$ cat config.mk
export PLATFORM = sky130hd
export DESIGN_NAME = spq_cell
export DESIGN_NICKNAME = d
export VERILOG_FILES = /design/src/sv/spq_pkg.sv /design/src/sv/spq_cell.sv
export SDC_FILE = /design/constraint.sdc
export NUM_CORES = 1
export LEC_CHECK = 0
export ABC_AREA = 1
export BUFFER_PORTS_ARGS = -buffer_cell sky130_fd_sc_hd__buf_2
export CAP_MARGIN = 30
export CORE_ASPECT_RATIO = 0.6
export CORE_MARGIN = 2
export CORE_UTILIZATION = 45
export CTS_BUF_LIST = sky130_fd_sc_hd__clkbuf_2
export CTS_CLUSTER_DIAMETER = 100
export DETAILED_ROUTE_END_ITERATION = 7
export GPL_TIMING_DRIVEN = 0
export HOLD_SLACK_MARGIN = 0.15
export MAX_ROUTING_LAYER = met4
export PLACE_DENSITY = 0.79
export SKIP_LAST_GASP = 1
export SLEW_MARGIN = 20
export SYNTH_ARGS = -nofsm -noshare
export SYNTH_HDL_FRONTEND = slang
export SYNTH_SLANG_ARGS = --single-unit
export TNS_END_PERCENT = 20
$ cat constraint.sdc
create_clock -name clk -period 3.6 [get_ports clk]
set_input_delay 0.72 -clock clk [delete_from_list [all_inputs] [get_ports clk]]
set_output_delay 0.72 -clock clk [all_outputs]
set_load 0.02 [all_outputs]
$ cat src/sv/spq_pkg.sv
// shared types and constants for the sorted priority queue
package spq_pkg;

  localparam int KEY_W      = 32;
  localparam int OPCODE_W   = 2;
  localparam int STATUS_W   = 2;
  localparam int COUNT_W    = 7;
  localparam int CAPACITY_D = 64;

  typedef logic signed [KEY_W-1:0] key_t;

  typedef enum logic [OPCODE_W-1:0] {
    OP_INSERT  = 2'd0,
    OP_DEL_KEY = 2'd1,
    OP_DEL_MAX = 2'd2,
    OP_NONE    = 2'd3
  } opcode_t;

  typedef enum logic [STATUS_W-1:0] {
    ST_OK       = 2'd0,
    ST_FULL     = 2'd1,
    ST_EMPTY    = 2'd2,
    ST_NOTFOUND = 2'd3
  } status_t;

  typedef struct packed {
    logic cmp;
    logic ins;
    logic del_le;
    logic del_all;
    key_t key;
  } cell_cmd_t;

endpackage

$ cat src/sv/spq_cell.sv
// one slot of the sorted chain: key, valid flag and compare flags
module spq_cell (
  input  logic              clk,
  input  logic              rst,
  input  spq_pkg::cell_cmd_t cmd,
  input  spq_pkg::key_t     prev_key,
  input  logic              prev_valid,
  input  logic              prev_ins,
  input  spq_pkg::key_t     next_key,
  input  logic              next_valid,
  output spq_pkg::key_t     key_q,
  output logic              valid_q,
  output logic              ins_here,
  output logic              eq_q
);

  logic le;

  assign ins_here = !valid_q || le;

  always_ff @(posedge clk) begin
    if (rst) begin
      valid_q <= 1'b0;
      le      <= 1'b0;
      eq_q    <= 1'b0;
    end else begin
      if (cmd.cmp) begin
        le   <= valid_q && (key_q <= cmd.key);
        eq_q <= valid_q && (key_q == cmd.key);
      end
      if (cmd.ins) begin
        valid_q <= valid_q | prev_valid;
      end else if (cmd.del_all || (cmd.del_le && le)) begin
        valid_q <= next_valid;
      end
    end
  end

  always_ff @(posedge clk) begin
    if (cmd.ins) begin
      if (ins_here) begin
        key_q <= prev_ins ? prev_key : cmd.key;
      end
    end else if (cmd.del_all || (cmd.del_le && le)) begin
      key_q <= next_key;
    end
  end

endmodule

**Word level (Yosys, flattened, before mapping)**

Cells that the tools add are included.

- Order comparisons: 1
- Bitwise logic cells: 1
- Equal/unequal tests: 2
- Multiplexer cells: 6
- Reductions and logical operators: 8

Operators with widths:

| kind | count |
|---|---|
| $mux W32 | 4 |
| $eq A32 B32 Y1 | 1 |
| $le A32 B32 Y1 | 1 |
| $logic_and A1 B1 Y1 | 3 |
| $logic_or A1 B1 Y1 | 2 |
| $mux W1 | 2 |
| $ne A2 B1 Y1 const B | 1 |
| $reduce_and A2 Y1 | 1 |
| $reduce_bool A2 Y1 | 1 |
| $logic_not A1 Y1 | 1 |
| $or A1 B1 Y1 | 1 |

- Word-level logic and storage cells: 22
- Flip-flop bits (word level): 35
- Input bits: 105
- Output and inout bits: 35

**Depth between registers and ports, before layout**

Gate-level depths: netlist of the first run.

- Depth in word-level cells: 4
- Depth in mapped cells: 16
- Depth with buffers taken out: 16

**Least setup slack after synthesis of the first run**

OpenSTA, ideal clock, no wires.

- Kind: input to register
- Start point: input port cmd[34] (netlist bit)
- End point: register key_q[0] (enable)
- Arrival: 1.583 ns
- Path buffers: 0
- Stages on the path: 4
- Slack: 1.630 ns
- Library setup time: 0.387 ns
- Data required time: 3.213 ns
- Path through: inv_2 -> nand3_1 -> o21ai_0 -> inv_1

- Longest elaborated chain between the ends: 2
- Elaborated cells on any way between the ends: 3
- Classes of those cells: 1 x eq/ne; 2 x reduce/logical

Ends and longest elaborated chain:

| item | line | RTL |
|---|---|---|
| start: declaration | spq_cell.sv:5 | `input spq_pkg::cell_cmd_t cmd,` |
| $ne A2 B1 Y1 (no line) / $reduce_bool A2 Y1 (equally long branches) | n/a |  |
| $reduce_and A2 Y1 (no line) (*) | n/a |  |
| end signal: assignment | spq_cell.sv:42 | `key_q <= prev_ins ? prev_key : cmd.key;` |
| end signal: assignment | spq_cell.sv:45 | `key_q <= next_key;` |
| end: declaration | spq_cell.sv:11 | `output spq_pkg::key_t key_q,` |

Mark *: on every way between the ends. The rest lies on a longest branch, timed or not.
A chain may end at the register's enable or synchronous reset.

**Worst setup path after layout of the first run**

- Start point: input port cmd[23] (netlist bit)
- End point: register le

- Longest elaborated chain between the ends: 2

Ends and longest elaborated chain:

| item | line | RTL |
|---|---|---|
| $le A32 B32 Y1 | spq_cell.sv:28 | `le <= valid_q && (key_q <= cmd.key);` |
| $logic_and A1 B1 Y1 | spq_cell.sv:28 |  |
| end signal: assignment | spq_cell.sv:28 |  |
| end: declaration | spq_cell.sv:17 | `logic le;` |

No other way between the ends.

==> results.json, run 1 <==
{
  "hold_viol": 0,
  "cts_tree": "built",
  "final_nets": 623,
  "grt_overflow_total": 0,
  "worst_pin_slew_ns": 0.723,
  "period_needed_ns": 1.82,
  "holdBufCountCts": 0,
  "grt_pass1_vias": 2630,
  "wl_per_cell_um": 13.4,
  "cts_buffers": 5,
  "track_usage_pct": 24.4,
  "syn_avg_cell_area_um2": 7.74,
  "dp_slack_ns": 1.37,
  "antenna_cells": 0,
  "slew_viol_final": 0,
  "ys_warn_count": 0,
  "critical_path.top_delay_family": "simple AND/OR/NAND/NOR gates",
  "synthArstFlopShare_pct": 0,
  "core.rowCount": 21,
  "cp-start-kind": "primary input",
  "clock_skew_ns": 0.0145,
  "period_share_pct": 50.5,
  "yosysUniqueCellTypes": 25,
  "layout_setup_ws_ns": 1.78,
  "grt_antenna_before_repair": 0,
  "synth_area_um2": 2630,
  "gp_congestion": 0.926,
  "rsz0062_at_grt": "false",
  "leakage_nw": 1.84,
  "critical_path_arrival_ns": 2.12,
  "ys_seq_elements": 35,
  "vdd_ir_drop_max_mv": 0.124,
  "synth_edf_count": 32,
  "die_area_um2": 6490,
  "setup_viol": 0,
  "cts_root_buffer": "clkbuf_2",
  "num_vias": 2806,
  "p_per_area_nw_per_um2": 316,
  "die_h_um": 63.2,
  "first_pass_iters": 4,
  "dr.first_iter.drc_count": 143,
  "layout-drive-gt1-share_pct": 32.6,
  "ant_nets": 0,
  "clockBufferDepth": 2,
  "cts_resized": 0,
  "slew_headroom_pct": 51.7,
  "path_class": "primary input to register",
  "ioPinCount": 140,
  "crit_buf_inv": 2,
  "status": "complete, no violations",
  "netlist_instances": 340,
  "initial_core_util_pct": 47.0,
  "hold_class": "register to register",
  "synth_fp_nets": 477,
  "fin_hold_ws_ns": 0.501,
  "crit_required_ns": 3.91,
  "grt_max_degree": 33,
  "max_stage_delay_ns": 0.30,
  "areaGrowthSynthToFinish_pct": 31.7,
  "slowest_stage": "ha_1",
  "grt_first_pass_wirelength_um": 11800,
  "die_w_um": 103,
  "clock_latency_ns": 0.38,
  "critPathMaxFanout": 2,
  "viasPerCell": 4.95,
  "dpl.hpwl_um": 6170,
  "max_freq_ghz": 0.550,
  "port_buffers": 139,
  "worstPathCellList": "buf_2, inv_1, ha_1, nand2_1, nor2_1, nand4_2, nor2_4, nand2_1, nand2_1, nand2_1, nand3_2, a21oi_2",
  "synth_ff_type": "edfxtp_1",
  "htreeDepth": 2,
  "clkTransAtPathRegs_ns": 0.19,
  "drc": 0,
  "maxCapViolations": 0,
  "core-area_um2": 5600,
  "cp_common_cell": "nand2_1",
  "ys_seq_area_share_pct": 38.8,
  "fin_setup_tns_ns": 0,
  "postCtsSetupRepairBufs": 0,
  "clock_sinks": 35,
  "routed_wl_um": 7610,
  "crit_path_end_kind": "register",
  "p_total_mw": 1.09
}
[cells in the mapped netlist, types with 2 or more instances]
cell type / number / area share (%)
nand2_2: 2 / 0.48
nor2_1: 39 / 5.6
nand3_1: 2 / 0.38
ha_1: 32 / 15
nand2_1: 71 / 10
a21oi_1: 14 / 2.7
edfxtp_1: 32 / 37
dfxtp_1: 3 / 2.3
clkbuf_1: 12 / 1.7
nand4_2: 2 / 0.95
a21oi_2: 2 / 0.67
o21a_1: 2 / 0.57
nand3_2: 2 / 0.76
inv_1: 48 / 6.8
o21ai_0: 67 / 13
[area by class of cell]
| cell class | count | area, µm² |
|---|---|---|
| repair buffers | 139 | 696 |
| well taps | 80 | 100 |
| fillers | 553 | 2130 |
| flip-flops and latches | 35 | 1020 |
| multi-input cells | 243 | 1380 |
| clock buffers | 6 | 30.0 |
| clock inverters | 2 | 8.76 |
| inverters | 50 | 188 |
| plain buffers | 12 | 45.0 |
[per-layer routing]
metal,up-vias,global-route usage (%),part of all wire [%],wire (µm)
met5,-,-,0,0
met1,1277,30.4,47,3610
met3,4,4.44,5.7,433
li1,1424,-,-,-
met4,0,6.00,0.55,42
met2,101,41.0,46,3520
[report_power, final]
group / leakage [nW] / internal [mW] / switching (mW)
sequential: 0.350 / 0.500 / 0.0266
combinational: 1.46 / 0.150 / 0.231
clock: 0.0304 / 0.0478 / 0.139
total: 1.84 / 0.698 / 0.396
[state kept, by name, summed over array words and instances (netlist names)]
| register | cells |
|---|---|
| key_q | 32 |
| eq_q | 1 |
| le | 1 |
| valid_q | 1 |
[cells in the final DEF, fill, tap and decap left out, types with 2 or more instances in the layout]
master,Yosys,layout
nand2_2,2,2
inv_1,48,47
nand4_2,2,2
nand2_1,71,71
clkinv_1,1,2
inv_2,1,2
ha_1,32,32
edfxtp_1,32,32
a21oi_2,2,2
dfxtp_1,3,3
o21ai_0,67,67
nor2_1,39,39
clkbuf_1,12,12
clkbuf_2,0,6
nand3_1,2,2
a21oi_1,14,14
buf_2,0,139
o21a_1,2,2
nand3_2,2,2
[final timing paths]
path	cells after the start	slack (ns)	endpoint	start
setup / recovery	12	1.78	le	cmd[23]
hold / removal	2	0.50	eq_q	eq_q
setup reg to reg	10	1.78	le	key_q[23]
hold reg to reg	2	0.50	eq_q	eq_q
[worst register-to-register path: stages, from the launching register on]
cell      delay [ns]
edfxtp_1        0.45
ha_1            0.33
nand2_1         0.07
nor2_1          0.26
nand4_2         0.18
nor2_4          0.14
nand2_1         0.09
nand2_1         0.06
nand2_1         0.06
nand3_2         0.06
a21oi_2         0.05
[stage by stage]
stage / cell area, µm² / util, % / std cells
floorplan: 2630 / - / 340
global placement: 3430 / 61.2 / 559
detailed placement: 3430 / 61.2 / 559
CTS: 3470 / 61.9 / 567
global route: 3470 / 61.9 / 567
finish: 3470 / 61.9 / 567
[cell families (layout without fill, tap and decap cells)]
logic type                 after synthesis  in the layout  share of synthesized area (%)
and+or+nand+nor                        122            122                           19.4
AOI/OAI and AO/OA                       89             89                           17.8
buffers and inverters                   62            209                           8.84
DFF                                     35             35                           38.8
adders and majority gates               32             32                           15.2
Note: power is estimated with default switching activity, not from simulation.
==> inputs of run 2 (changes only) <==
- clock period: 3.6 -> 1.8 ns (I/O delays scaled with it)
==> run 2 against run 1 <==
  * Final cell count rose by 0.35%
  * Clock power grew 99%
  * Die area is the same
  * Setup slack worse by 1.7 ns
  * Total power increased by 110%
  * Critical path type is now register to register
  * Global-route usage is essentially flat
  * Clock-buffer cell count unchanged
  * Combinational power is 110% higher
  * Register-to-register slack lost 1.7 ns
  * Cell area up 3.4%
  * Clock skew grew 0.0015 ns
  * Sequential power up 100%
==> results.json, run 2 (synthesis results as in run 1) <==
{
  "core-area_um2": 5600,
  "critPathMaxFanout": 2,
  "pwr-share-comb_pct": 36.4,
  "worstPathCellList": "ha_1, nand2_1, nor2_4, nand4_4, nor2_4, nand4_2, o21a_1, a21oi_2",
  "hold_class": "primary input to register",
  "die_area_um2": 6490,
  "reg2reg_to": "le",
  "seqPwrFrac_pct": 47.1,
  "clock_skew_ns": 0.0160,
  "grt_overflow_total": 0,
  "regMostFlops": "key_q",
  "wl_per_cell_um": 13.5,
  "cp_common_cell": "nor2_4",
  "clock_sinks": 35,
  "die_h_um": 63.2,
  "num_vias": 2811,
  "die_w_um": 103,
  "drc": 0,
  "switchingPower_mw": 0.821,
  "slew_headroom_pct": 51.1,
  "period_share_pct": 93.4,
  "gp_congestion": 0.926,
  "max_stage_delay_ns": 0.43,
  "final_cell_mix": "buf_2, o21ai_0, nand2_1",
  "grt_antenna_before_repair": 0,
  "final_nets": 625,
  "hold_viol": 0,
  "maxCapViolations": 0,
  "layout-drive-gt1-share_pct": 35.6,
  "status": "complete, no violations",
  "worstHoldPathCells": 3,
  "p_per_area_nw_per_um2": 627,
  "crit_path_end_kind": "register",
  "initial_core_util_pct": 47.0,
  "p_total_mw": 2.25,
  "setup_viol": 0,
  "period_needed_ns": 1.68,
  "cts_buffers": 5,
  "cts_root_buffer": "clkbuf_2",
  "critical_path_arrival_ns": 2.02,
  "dpl.hpwl_um": 6170,
  "internal-power_mw": 1.43,
  "dr.first_iter.drc_count": 143,
  "ioPinCount": 140,
  "min_to": "key_q[26]",
  "r2r_start": "key_q[21]",
  "grt_first_pass_wirelength_um": 11800,
  "first_pass_iters": 4,
  "track_usage_pct": 24.3,
  "clkPwrFrac_pct": 16.5,
  "cts_tree": "built",
  "clkTransAtPathRegs_ns": 0.19,
  "routed_wl_um": 7700,
  "clock_latency_ns": 0.38,
  "r2r_setup_slack_ns": 0.12,
  "grt_max_degree": 33,
  "viasPerCell": 4.94,
  "core.rowCount": 21,
  "port_buffers": 139,
  "final_common_cell": "buf_2",
  "htreeDepth": 2,
  "antenna_cells": 0,
  "cp-start-kind": "register",
  "worst_pin_slew_ns": 0.732,
  "ff2ff_path_depth": 8,
  "clockBufferDepth": 2,
  "largest_reg_flops": 32,
  "vdd_ir_drop_max_mv": 0.250,
  "grt_pass1_vias": 2632,
  "p_sw_share_pct": 36.5,
  "min_from": "next_key[26]",
  "max_freq_ghz": 0.595,
  "fin_hold_ws_ns": 0.238,
  "dp.cells": 559,
  "crit_required_ns": 2.14,
  "ant_nets": 0,
  "areaGrowthSynthToFinish_pct": 36.2,
  "leakage_nw": 1.86,
  "final_cells": 569,
  "post-route-util_pct": 64.0,
  "slowest_stage": "edfxtp_1",
  "path_class": "register to register",
  "slew_viol_final": 0
}
[run 2: changes by cell type in the layout (fill, tap and decap cells not counted), sizes merged]
cell and change:
inv +1, clkinv -1, dlygate4sd3 +1, buf +1
[run 2: what timing repair did]
item | 4_1_cts | 5_1_grt
endpoints found under the hold margin | 1 | 0
resized for setup | 1 | 16
hold buffers | 1 | 0
buffers inserted | 0 | 1
pin swaps | 0 | 6
endpoints found under the setup margin | 1 | 1
[run 2: power by group through the flow]
stage	Combinational, mW	Sequential [mW]	Clock [mW]
final	0.818	1.06	0.371
after global routing	0.926	1.07	0.416
after CTS	0.769	1.05	0.381
after detailed placement	0.761	1.07	0
after global placement	0.740	1.06	0
after floorplan	0.349	1.17	0
[run 2: worst max-delay path: cells and delay by family (launching register included)]
kind | cells | cell delay [ns]
fa+ha+maj | 1 | 0.31
simple gates | 5 | 0.64
flops | 1 | 0.43
compound gates | 2 | 0.25
[run 2: area by class of cell]
class / count / area, µm²
fill: 527 / 2010
multi-input combinational: 243 / 1480
sequential: 35 / 1020
timing repair buffer: 141 / 713
inverter: 50 / 188
tap: 80 / 100
buffer: 12 / 45.0
clock buffer: 6 / 30.0
clock inverter: 2 / 8.76
[run 2: through the flow]
stage / area (µm²) / setup TNS, ns / setup WS, ns
floorplan: 2630 / 0 / 0.0820
global placement: 3430 / -12.67 / -0.395
detailed placement: 3430 / -0.0666 / -0.0666
CTS: 3480 / 0 / 0.0486
global route: 3580 / -0.0432 / -0.0432
finish: 3580 / 0 / 0.119
[run 2: how the worst max path moves through the flow]
stage | slack (ns) | start | to
detailed placement | -0.07 | cmd[23] | le
global route | -0.04 | key_q[21] | le
floorplan | 0.08 | valid_q | key_q[0]
CTS | 0.05 | key_q[23] | le
global placement | -0.39 | cmd[34] | key_q[23]
finish | 0.12 | key_q[21] | le
[run 2: per-layer routing]
| metal | GRT usage (%) | up-vias | part of all wire [%] |
|---|---|---|---|
| li1 | - | 1426 | - |
| met1 | 30.3 | 1272 | 47 |
| met2 | 41.0 | 107 | 47 |
| met3 | 4.44 | 6 | 5.2 |
| met4 | 6.00 | 0 | 0.68 |
| met5 | - | - | 0 |
